<file path="src/rtl/ps2m_pkg.sv">
package ps2m_pkg;

    // Configuration register indexes
    localparam int unsigned CFG_IDX_W = 1;
    localparam int unsigned CFG_DATA_W = 8;
    localparam logic [CFG_IDX_W-1:0] REG_PACKET_LEN = 1'd0;
    localparam logic [CFG_IDX_W-1:0] REG_MOUSE_ID   = 1'd1;

    // Header byte bit positions
    localparam int unsigned HDR_SYNC_BIT  = 3;
    localparam int unsigned HDR_XSIGN_BIT = 4;
    localparam int unsigned HDR_YSIGN_BIT = 5;
    localparam int unsigned HDR_XOVF_BIT  = 6;
    localparam int unsigned HDR_YOVF_BIT  = 7;

    // Wheel mouse identify replies
    localparam logic [7:0] ID_WHEEL      = 8'h03;
    localparam logic [7:0] ID_WHEEL_5BTN = 8'h04;

    // Scroll direction codes
    localparam logic [1:0] SCROLL_NONE = 2'd0;
    localparam logic [1:0] SCROLL_UP   = 2'd1;
    localparam logic [1:0] SCROLL_DOWN = 2'd2;

    // Packet queue between front and back
    localparam int unsigned QUEUE_DEPTH = 2;
    localparam int unsigned QPTR_W = (QUEUE_DEPTH > 1) ? $clog2(QUEUE_DEPTH) : 1;
    localparam int unsigned QCNT_W = $clog2(QUEUE_DEPTH + 1);

    typedef struct packed {
        logic [2:0] packet_len;
        logic [7:0] mouse_id;
    } cfg_t;

    // One completed packet, already classified for scroll
    typedef struct packed {
        logic [7:0] hdr;
        logic [7:0] xb;
        logic [7:0] yb;
        logic [1:0] scroll;
    } pkt_t;

    typedef struct packed {
        logic full;
        logic empty;
    } qstat_t;

    // 9-bit delta: overflow forces zero, a zero byte ignores its sign bit
    function automatic logic [8:0] decode_delta(input logic [7:0] b,
                                                input logic neg,
                                                input logic ovf);
        logic [8:0] v;
        v = {(neg && (b != 8'd0)), b};
        if (ovf) begin
            v = 9'd0;
        end
        return v;
    endfunction

endpackage

</file>
<file path="src/rtl/ps2m_front.sv">
module ps2m_front (
    input  logic                 aclk,
    input  logic                 aresetn,
    input  ps2m_pkg::cfg_t       cfg,
    input  logic                 accept,
    input  logic [7:0]           rx_byte,
    output logic                 push,
    output ps2m_pkg::pkt_t       pkt
);
    import ps2m_pkg::*;

    logic [1:0] pos_reg, pos_next;
    logic [7:0] hdr_reg, hdr_next;
    logic [7:0] xb_reg, xb_next;
    logic [7:0] yb_reg, yb_next;
    logic [2:0] eff_len;
    logic [2:0] pos_inc;
    logic       drop;

    assign eff_len = (cfg.packet_len >= 3'd4) ? 3'd4 : 3'd3;
    assign pos_inc = {1'b0, pos_reg} + 3'd1;
    assign drop    = (pos_reg == 2'd0) && !rx_byte[HDR_SYNC_BIT];

    always_comb begin
        pos_next   = pos_reg;
        hdr_next   = hdr_reg;
        xb_next    = xb_reg;
        yb_next    = yb_reg;
        push       = 1'b0;
        pkt.hdr    = (pos_reg == 2'd0) ? rx_byte : hdr_reg;
        pkt.xb     = (pos_reg == 2'd1) ? rx_byte : xb_reg;
        pkt.yb     = (pos_reg == 2'd2) ? rx_byte : yb_reg;
        pkt.scroll = SCROLL_NONE;
        if ((pos_reg == 2'd3) && (cfg.mouse_id inside {ID_WHEEL, ID_WHEEL_5BTN})) begin
            if (rx_byte[7]) begin
                pkt.scroll = SCROLL_UP;
            end else if (rx_byte != 8'd0) begin
                pkt.scroll = SCROLL_DOWN;
            end
        end
        if (accept && !drop) begin
            case (pos_reg)
                2'd0:    hdr_next = rx_byte;
                2'd1:    xb_next  = rx_byte;
                2'd2:    yb_next  = rx_byte;
                default: ;
            endcase
            if (pos_inc < eff_len) begin
                pos_next = pos_inc[1:0];
            end else begin
                pos_next = 2'd0;
                push     = 1'b1;
            end
        end
    end

    always_ff @(posedge aclk) begin
        if (!aresetn) begin
            pos_reg <= 2'd0;
        end else begin
            pos_reg <= pos_next;
        end
    end

    always_ff @(posedge aclk) begin
        hdr_reg <= hdr_next;
        xb_reg  <= xb_next;
        yb_reg  <= yb_next;
    end

`ifndef NO_ASSERTIONS
    a_push_at_end: assert property (@(posedge aclk) disable iff (!aresetn)
        push |-> (pos_reg == 2'd2 || pos_reg == 2'd3))
        else $error("packet completed before the delta bytes");
    a_wrap_on_push: assert property (@(posedge aclk) disable iff (!aresetn)
        push |=> (pos_reg == 2'd0))
        else $error("position not cleared after packet");
    a_drop_holds: assert property (@(posedge aclk) disable iff (!aresetn)
        (accept && drop) |=> (pos_reg == 2'd0))
        else $error("out of sync byte advanced position");
`endif

endmodule

</file>
<file path="src/rtl/ps2m_queue.sv">
module ps2m_queue (
    input  logic                 aclk,
    input  logic                 aresetn,
    input  logic                 push,
    input  ps2m_pkg::pkt_t       push_pkt,
    input  logic                 pop,
    output ps2m_pkg::pkt_t       head_pkt,
    output ps2m_pkg::qstat_t     stat
);
    import ps2m_pkg::*;

    pkt_t              slot_reg [QUEUE_DEPTH];
    logic [QPTR_W-1:0] wr_ptr_reg, wr_ptr_next;
    logic [QPTR_W-1:0] rd_ptr_reg, rd_ptr_next;
    logic [QCNT_W-1:0] count_reg, count_next;

    function automatic logic [QPTR_W-1:0] ptr_inc(input logic [QPTR_W-1:0] p);
        logic [QPTR_W-1:0] r;
        r = p + 1'b1;
        if (p == QPTR_W'(QUEUE_DEPTH - 1)) begin
            r = '0;
        end
        return r;
    endfunction

    assign stat.full  = (count_reg == QCNT_W'(QUEUE_DEPTH));
    assign stat.empty = (count_reg == '0);
    assign head_pkt   = slot_reg[rd_ptr_reg];

    always_comb begin
        wr_ptr_next = push ? ptr_inc(wr_ptr_reg) : wr_ptr_reg;
        rd_ptr_next = pop ? ptr_inc(rd_ptr_reg) : rd_ptr_reg;
        count_next  = count_reg;
        if (push && !pop) begin
            count_next = count_reg + 1'b1;
        end else if (pop && !push) begin
            count_next = count_reg - 1'b1;
        end
    end

    always_ff @(posedge aclk) begin
        if (!aresetn) begin
            wr_ptr_reg <= '0;
            rd_ptr_reg <= '0;
            count_reg  <= '0;
        end else begin
            wr_ptr_reg <= wr_ptr_next;
            rd_ptr_reg <= rd_ptr_next;
            count_reg  <= count_next;
        end
    end

    always_ff @(posedge aclk) begin
        if (push) begin
            slot_reg[wr_ptr_reg] <= push_pkt;
        end
    end

`ifndef NO_ASSERTIONS
    a_no_overflow: assert property (@(posedge aclk) disable iff (!aresetn)
        push |-> !stat.full)
        else $error("push into full queue");
    a_no_underflow: assert property (@(posedge aclk) disable iff (!aresetn)
        pop |-> !stat.empty)
        else $error("pop from empty queue");
    a_count_bound: assert property (@(posedge aclk) disable iff (!aresetn)
        count_reg <= QCNT_W'(QUEUE_DEPTH))
        else $error("queue count past depth");
`endif

endmodule

</file>
<file path="src/rtl/ps2m_back.sv">
module ps2m_back (
    input  logic                 aclk,
    input  logic                 aresetn,
    input  ps2m_pkg::qstat_t     qstat,
    input  ps2m_pkg::pkt_t       pkt,
    output logic                 pop,
    output logic                 m_valid,
    input  logic                 m_ready,
    output logic [2:0]           m_buttons,
    output logic signed [8:0]    m_delta_x,
    output logic signed [8:0]    m_delta_y,
    output logic [1:0]           m_scroll_dir
);
    import ps2m_pkg::*;

    logic        valid_reg, valid_next;
    logic [2:0]  prev_btn_reg, prev_btn_next;
    logic [2:0]  btn_reg;
    logic [8:0]  dx_reg;
    logic [8:0]  dy_reg;
    logic [1:0]  scroll_reg;
    logic        slot_free;
    logic        fire;
    logic [2:0]  btn;
    logic [8:0]  dx;
    logic [8:0]  dy;

    assign slot_free = !valid_reg || m_ready;
    assign pop       = slot_free && !qstat.empty;

    assign btn  = pkt.hdr[2:0];
    assign dx   = decode_delta(pkt.xb, pkt.hdr[HDR_XSIGN_BIT], pkt.hdr[HDR_XOVF_BIT]);
    assign dy   = decode_delta(pkt.yb, pkt.hdr[HDR_YSIGN_BIT], pkt.hdr[HDR_YOVF_BIT]);
    assign fire = pop && ((btn != prev_btn_reg) || (dx != 9'd0) || (dy != 9'd0)
                          || (pkt.scroll != SCROLL_NONE));

    always_comb begin
        valid_next    = valid_reg;
        prev_btn_next = prev_btn_reg;
        if (slot_free) begin
            valid_next = fire;
        end
        if (fire) begin
            prev_btn_next = btn;
        end
    end

    always_ff @(posedge aclk) begin
        if (!aresetn) begin
            valid_reg    <= 1'b0;
            prev_btn_reg <= 3'd0;
        end else begin
            valid_reg    <= valid_next;
            prev_btn_reg <= prev_btn_next;
        end
    end

    always_ff @(posedge aclk) begin
        if (fire) begin
            btn_reg    <= btn;
            dx_reg     <= dx;
            dy_reg     <= dy;
            scroll_reg <= pkt.scroll;
        end
    end

    assign m_valid      = valid_reg;
    assign m_buttons    = btn_reg;
    assign m_delta_x    = $signed(dx_reg);
    assign m_delta_y    = $signed(dy_reg);
    assign m_scroll_dir = scroll_reg;

`ifndef NO_ASSERTIONS
    a_no_neg_zero: assert property (@(posedge aclk) disable iff (!aresetn)
        valid_reg |-> (dx_reg != 9'h100 && dy_reg != 9'h100))
        else $error("signed zero delta on output");
    a_scroll_code: assert property (@(posedge aclk) disable iff (!aresetn)
        valid_reg |-> (scroll_reg != 2'd3))
        else $error("bad scroll code on output");
    a_prev_tracks: assert property (@(posedge aclk) disable iff (!aresetn)
        fire |=> (prev_btn_reg == btn_reg))
        else $error("button history not updated with event");
`endif

endmodule

</file>
<file path="src/rtl/ps2_mouse_packet_decoder.sv">
// Path: a packet's last byte goes into the packet queue, then the back end pops it into the m_valid event register.
// Throughput: one request (byte) per cycle, sustained, while m_ready keeps up; the two-entry
//   packet queue between the byte front end and the decode back end absorbs a stalled output.
// Reset (aresetn, synchronous, active low): packet_len 3, mouse_id 0, byte position 0,
//   button history 0, queue empty, no event pending. Packet byte stores are not reset.
module ps2_mouse_packet_decoder (
    input  logic                            aclk,
    input  logic                            aresetn,
    // configuration write port
    input  logic                            cfg_we,
    input  logic [ps2m_pkg::CFG_IDX_W-1:0]  cfg_index,
    input  logic [ps2m_pkg::CFG_DATA_W-1:0] cfg_wdata,
    // received byte channel
    input  logic                            s_valid,
    output logic                            s_ready,
    input  logic [7:0]                      s_rx_byte,
    // mouse event channel
    output logic                            m_valid,
    input  logic                            m_ready,
    output logic [2:0]                      m_buttons,
    output logic signed [8:0]               m_delta_x,
    output logic signed [8:0]               m_delta_y,
    output logic [1:0]                      m_scroll_dir
);
    import ps2m_pkg::*;

    cfg_t    cfg_reg, cfg_next;
    logic    accept;
    logic    push;
    logic    pop;
    pkt_t    push_pkt;
    pkt_t    head_pkt;
    qstat_t  qstat;

    // Configuration registers: take a write on any cycle with the enable high.
    always_comb begin
        cfg_next = cfg_reg;
        if (cfg_we) begin
            case (cfg_index)
                REG_PACKET_LEN: cfg_next.packet_len = cfg_wdata[2:0];
                REG_MOUSE_ID:   cfg_next.mouse_id   = cfg_wdata[7:0];
                default:        ;
            endcase
        end
    end

    always_ff @(posedge aclk) begin
        if (!aresetn) begin
            cfg_reg.packet_len <= 3'd3;
            cfg_reg.mouse_id   <= 8'd0;
        end else begin
            cfg_reg <= cfg_next;
        end
    end

    // Hold off new bytes only when the packet queue has no room; any byte may complete
    // a packet, so the front end stalls as a whole on a full queue.
    assign s_ready = !qstat.full;
    assign accept  = s_valid && s_ready;

    // Front end: regain sync, collect bytes, classify the wheel byte, push packets.
    ps2m_front u_front (
        .aclk    (aclk),
        .aresetn (aresetn),
        .cfg     (cfg_reg),
        .accept  (accept),
        .rx_byte (s_rx_byte),
        .push    (push),
        .pkt     (push_pkt)
    );

    // Short queue: lets the front keep taking bytes while the event output stalls.
    ps2m_queue u_queue (
        .aclk     (aclk),
        .aresetn  (aresetn),
        .push     (push),
        .push_pkt (push_pkt),
        .pop      (pop),
        .head_pkt (head_pkt),
        .stat     (qstat)
    );

    // Back end: decode deltas, filter idle packets, drive the event register.
    ps2m_back u_back (
        .aclk         (aclk),
        .aresetn      (aresetn),
        .qstat        (qstat),
        .pkt          (head_pkt),
        .pop          (pop),
        .m_valid      (m_valid),
        .m_ready      (m_ready),
        .m_buttons    (m_buttons),
        .m_delta_x    (m_delta_x),
        .m_delta_y    (m_delta_y),
        .m_scroll_dir (m_scroll_dir)
    );

`ifndef NO_ASSERTIONS
    a_ready_tracks_queue: assert property (@(posedge aclk) disable iff (!aresetn)
        s_ready |-> !qstat.full)
        else $error("ready high with full queue");
    a_len_write: assert property (@(posedge aclk) disable iff (!aresetn)
        (cfg_we && cfg_index == REG_PACKET_LEN) |=> (cfg_reg.packet_len == $past(cfg_wdata[2:0])))
        else $error("packet length write lost");
    a_id_write: assert property (@(posedge aclk) disable iff (!aresetn)
        (cfg_we && cfg_index == REG_MOUSE_ID) |=> (cfg_reg.mouse_id == $past(cfg_wdata)))
        else $error("mouse id write lost");
`endif

endmodule

</file>
<file path="config.mk">
export PLATFORM = sky130hd
export DESIGN_NAME = ps2_mouse_packet_decoder
export DESIGN_NICKNAME = d
export VERILOG_FILES = /design/src/rtl/ps2m_pkg.sv /design/src/rtl/ps2m_front.sv /design/src/rtl/ps2m_queue.sv /design/src/rtl/ps2m_back.sv /design/src/rtl/ps2_mouse_packet_decoder.sv
export SDC_FILE = /design/constraint.sdc
export NUM_CORES = 1
export LEC_CHECK = 0
export ABC_AREA = 1
export BUFFER_PORTS_ARGS = -buffer_cell sky130_fd_sc_hd__buf_4
export CAP_MARGIN = 20
export CORE_ASPECT_RATIO = 0.75
export CORE_MARGIN = 8
export CORE_UTILIZATION = 40
export CTS_CLUSTER_SIZE = 40
export DETAILED_ROUTE_END_ITERATION = 8
export GPL_ROUTABILITY_DRIVEN = 1
export SLEW_MARGIN = 20
export SYNTH_ARGS = -nofsm -noshare
export SYNTH_HDL_FRONTEND = slang
export SYNTH_SLANG_ARGS = --single-unit
</file>
<file path="constraint.sdc">
create_clock -name aclk -period 4.19 [get_ports aclk]
set_input_delay 0.6285 -clock aclk [delete_from_list [all_inputs] [get_ports aclk]]
set_output_delay 0.6285 -clock aclk [all_outputs]
set_load 0.02 [all_outputs]
</file>
==> impl_metrics.tcl <==
set metrics [dict create \
    final.min_clock_period_ns 2.75 \
    first_pass_iters 5 \
    cts_resized 0 \
    initial_utilization 0.413 \
    tritoncts "built" \
    antenna_left 0 \
    ir_worst_vdd_v 0.000332 \
    cp_max_fo 29 \
    clk_pin_slew_ns 0.05 \
    grt_pass1_wl_um 15600 \
    vias 3072 \
    syn_area_sq_um 4830 \
    crit_path_end_kind "register" \
    status "finished, final reports clean" \
    rows 34 \
    drtIter0Drc 179 \
    crit_arrival_ns 2.77 \
    area_growth_pct 23.3 \
    path_class "register to register" \
    dp_hpwl_um 7000 \
    relSlewSlack 0.421 \
    synth.avg_cell_area_sq_um 10.7 \
    hold_violations 0 \
    syn-num-nets 482 \
    synth-seq-cells 116 \
    period_share 0.656 \
    holdBufCountCts 0 \
    grt_pass1_vias 3070 \
    cts-htree-levels 4 \
    ys_seq_area_frac 0.680 \
    drive_gt1_frac 0.185 \
    skew_ns 0.00631 \
    core_area_sq_um 11700 \
    worstMarginPinSlew_ns 0.868 \
    via_per_inst 4.48 \
    crit_family "buffers and inverters" \
    max_stage_delay_ns 0.67 \
    tritoncts.num_buffers 17 \
    clock.fmax_mhz 364 \
    antenna_found_initial 0 \
    grt_overflow 0 \
    power_density_nw_per_um2 753 \
    clk_path_buf_depth 2 \
    required_ns 4.21 \
    drc 0 \
    die_area_sq_um 15900 \
    avgRoutedWirePerCell_um 14.2 \
    fillCellCount 1062 \
    synth_flop_cell "edfxtp_1" \
    setup_viol 0 \
    leakage_uw 0.00260 \
    place_inst 653 \
    fin_nets 539 \
    track_usage 0.128 \
    ys_types 27 \
    crit_slowest_cell "inv_1" \
    routed_wl_um 9740 \
    ioPinCount 47 \
    async_reset_ff_frac 0 \
    rsz0062_at_grt "no" \
    die_y_um 111 \
    grt_start_max_net_pins 30 \
    cts.sinks 116 \
    fin_cells 685 \
    clock_latency_ns 0.40 \
    syn-instance-count 453 \
    root_buffer "clkbuf_16" \
    hold_ws_ns 0.453 \
    port_buffers 46 \
    drv_cap 0 \
    crit_chain "buf_4, inv_2, nand2_1, nand2_2, nand2_1, nand2_1, nor2_1, nand2_1, nor2_2, nand2_2, nand2_1, inv_1" \
    drv_slew 0 \
    antenna_cells 0 \
    chipWidth_um 143 \
    setup_tns_ns 0 \
    synth_edf_count 96 \
    hp-class "register to register" \
    gp_congestion 0.761 \
    cp.buffers_inverters 3 \
    crit_path_frequent_cell "nand2_1" \
    yosysWarnings 0 \
    largest_reg_flops 50 \
    start_kind "register" \
    cts_setup_buffers 0 \
]
## final timing paths
| path | from | to | slack (ns) | depth (start not counted) |
|---|---|---|---|---|
| max | register | u_back.m_delta_x[3] | 1.44 | 12 |
| min | u_queue.rd_ptr_reg | u_queue.rd_ptr_reg | 0.45 | 1 |
| max reg2reg | register | u_back.m_delta_x[3] | 1.44 | 12 |
| min reg2reg | u_queue.rd_ptr_reg | u_queue.rd_ptr_reg | 0.45 | 1 |
## cell usage in the layout (no fill, tap or decap)
cell type	count
buf_4	50
inv_2	1
nor2_1	53
o21ai_0	14
clkinv_2	2
o21ai_2	1
o211ai_1	2
edfxtp_1	96
nand2_2	7
mux2i_1	1
nand2_1	112
ha_1	7
mux2_2	6
nand3_1	5
inv_1	70
clkbuf_1	3
nand3b_1	3
a211oi_1	1
a21oi_1	31
dfxtp_1	20
clkbuf_16	22
nor2_2	3
nand4_1	1
inv_4	2
a21boi_1	1
nor3_1	2
nor4_1	3
and3_1	1
clkbuf_8	3
## stage by stage
step           total power (uW)   util  worst slack, ns  cell area, sq um
3_5_place_dp               3050  0.455             1.39              5330
4_1_cts                    4530  0.509             1.38              5950
5_1_grt                    4730  0.509             1.16              5950
2_1_floorplan              2640      -             1.00              4830
3_3_place_gp               3010  0.455             1.51              5330
6_report                   4480  0.509             1.44              5950
## cells by family after synthesis
family | Yosys count | share of synthesized area
compound gates | 50 | 0.0547
buf+inv | 83 | 0.0728
flops | 116 | 0.680
mux | 7 | 0.0161
simple gates | 190 | 0.159
fa+ha+maj | 7 | 0.0181
## worst reg2reg max path, stage by stage, from the launching register on
cell	delay [ns]
dfxtp_1	0.29
buf_4	0.22
inv_2	0.36
nand2_1	0.12
nand2_2	0.15
nand2_1	0.09
nand2_1	0.07
nor2_1	0.05
nand2_1	0.08
nor2_2	0.04
nand2_2	0.12
nand2_1	0.09
inv_1	0.67
## synthesized netlist by cell type, types with 2 or more instances
cell type | number | area, sq um
nand2_1 | 112 | 420
edfxtp_1 | 96 | 2880
inv_1 | 70 | 263
nor2_1 | 55 | 206
a21oi_1 | 31 | 155
dfxtp_1 | 20 | 400
o21ai_0 | 14 | 70.1
ha_1 | 7 | 87.6
nand2_2 | 7 | 43.8
mux2_2 | 6 | 67.6
buf_6 | 5 | 56.3
nand3_1 | 5 | 25.0
clkbuf_1 | 4 | 15.0
nand3b_1 | 3 | 22.5
nor4_1 | 3 | 18.8
buf_2 | 2 | 10.0
nor3_1 | 2 | 10.0
o211ai_1 | 2 | 15.0
## cell type report
cell class | instances | area, sq um | share of cell area
inverters | 71 | 267 | 0.0448
multi-input cells | 254 | 1200 | 0.202
flip-flops and latches | 116 | 3280 | 0.551
clock inverters | 4 | 22.5 | 0.00378
clock buffers | 28 | 603 | 0.101
well taps | 162 | 203 | 0.0340
repair buffers | 50 | 375 | 0.0631
## report_power, final
part / total, uW / switching [uW] / internal [uW]
Clock: 1470 / 489 / 981
Sequential: 1750 / 79.9 / 1670
Combinational: 1260 / 854 / 411
## routing by layer
metal / track usage / share of wire / vias to the layer above
li1: - / - / 1589
met3: 0.0590 / 0.079 / 8
met1: 0.166 / 0.48 / 1400
met4: 0.0466 / 0.0078 / 0
met5: 0 / 0 / -
met2: 0.183 / 0.44 / 75
Power figures use the tool's default switching activity.
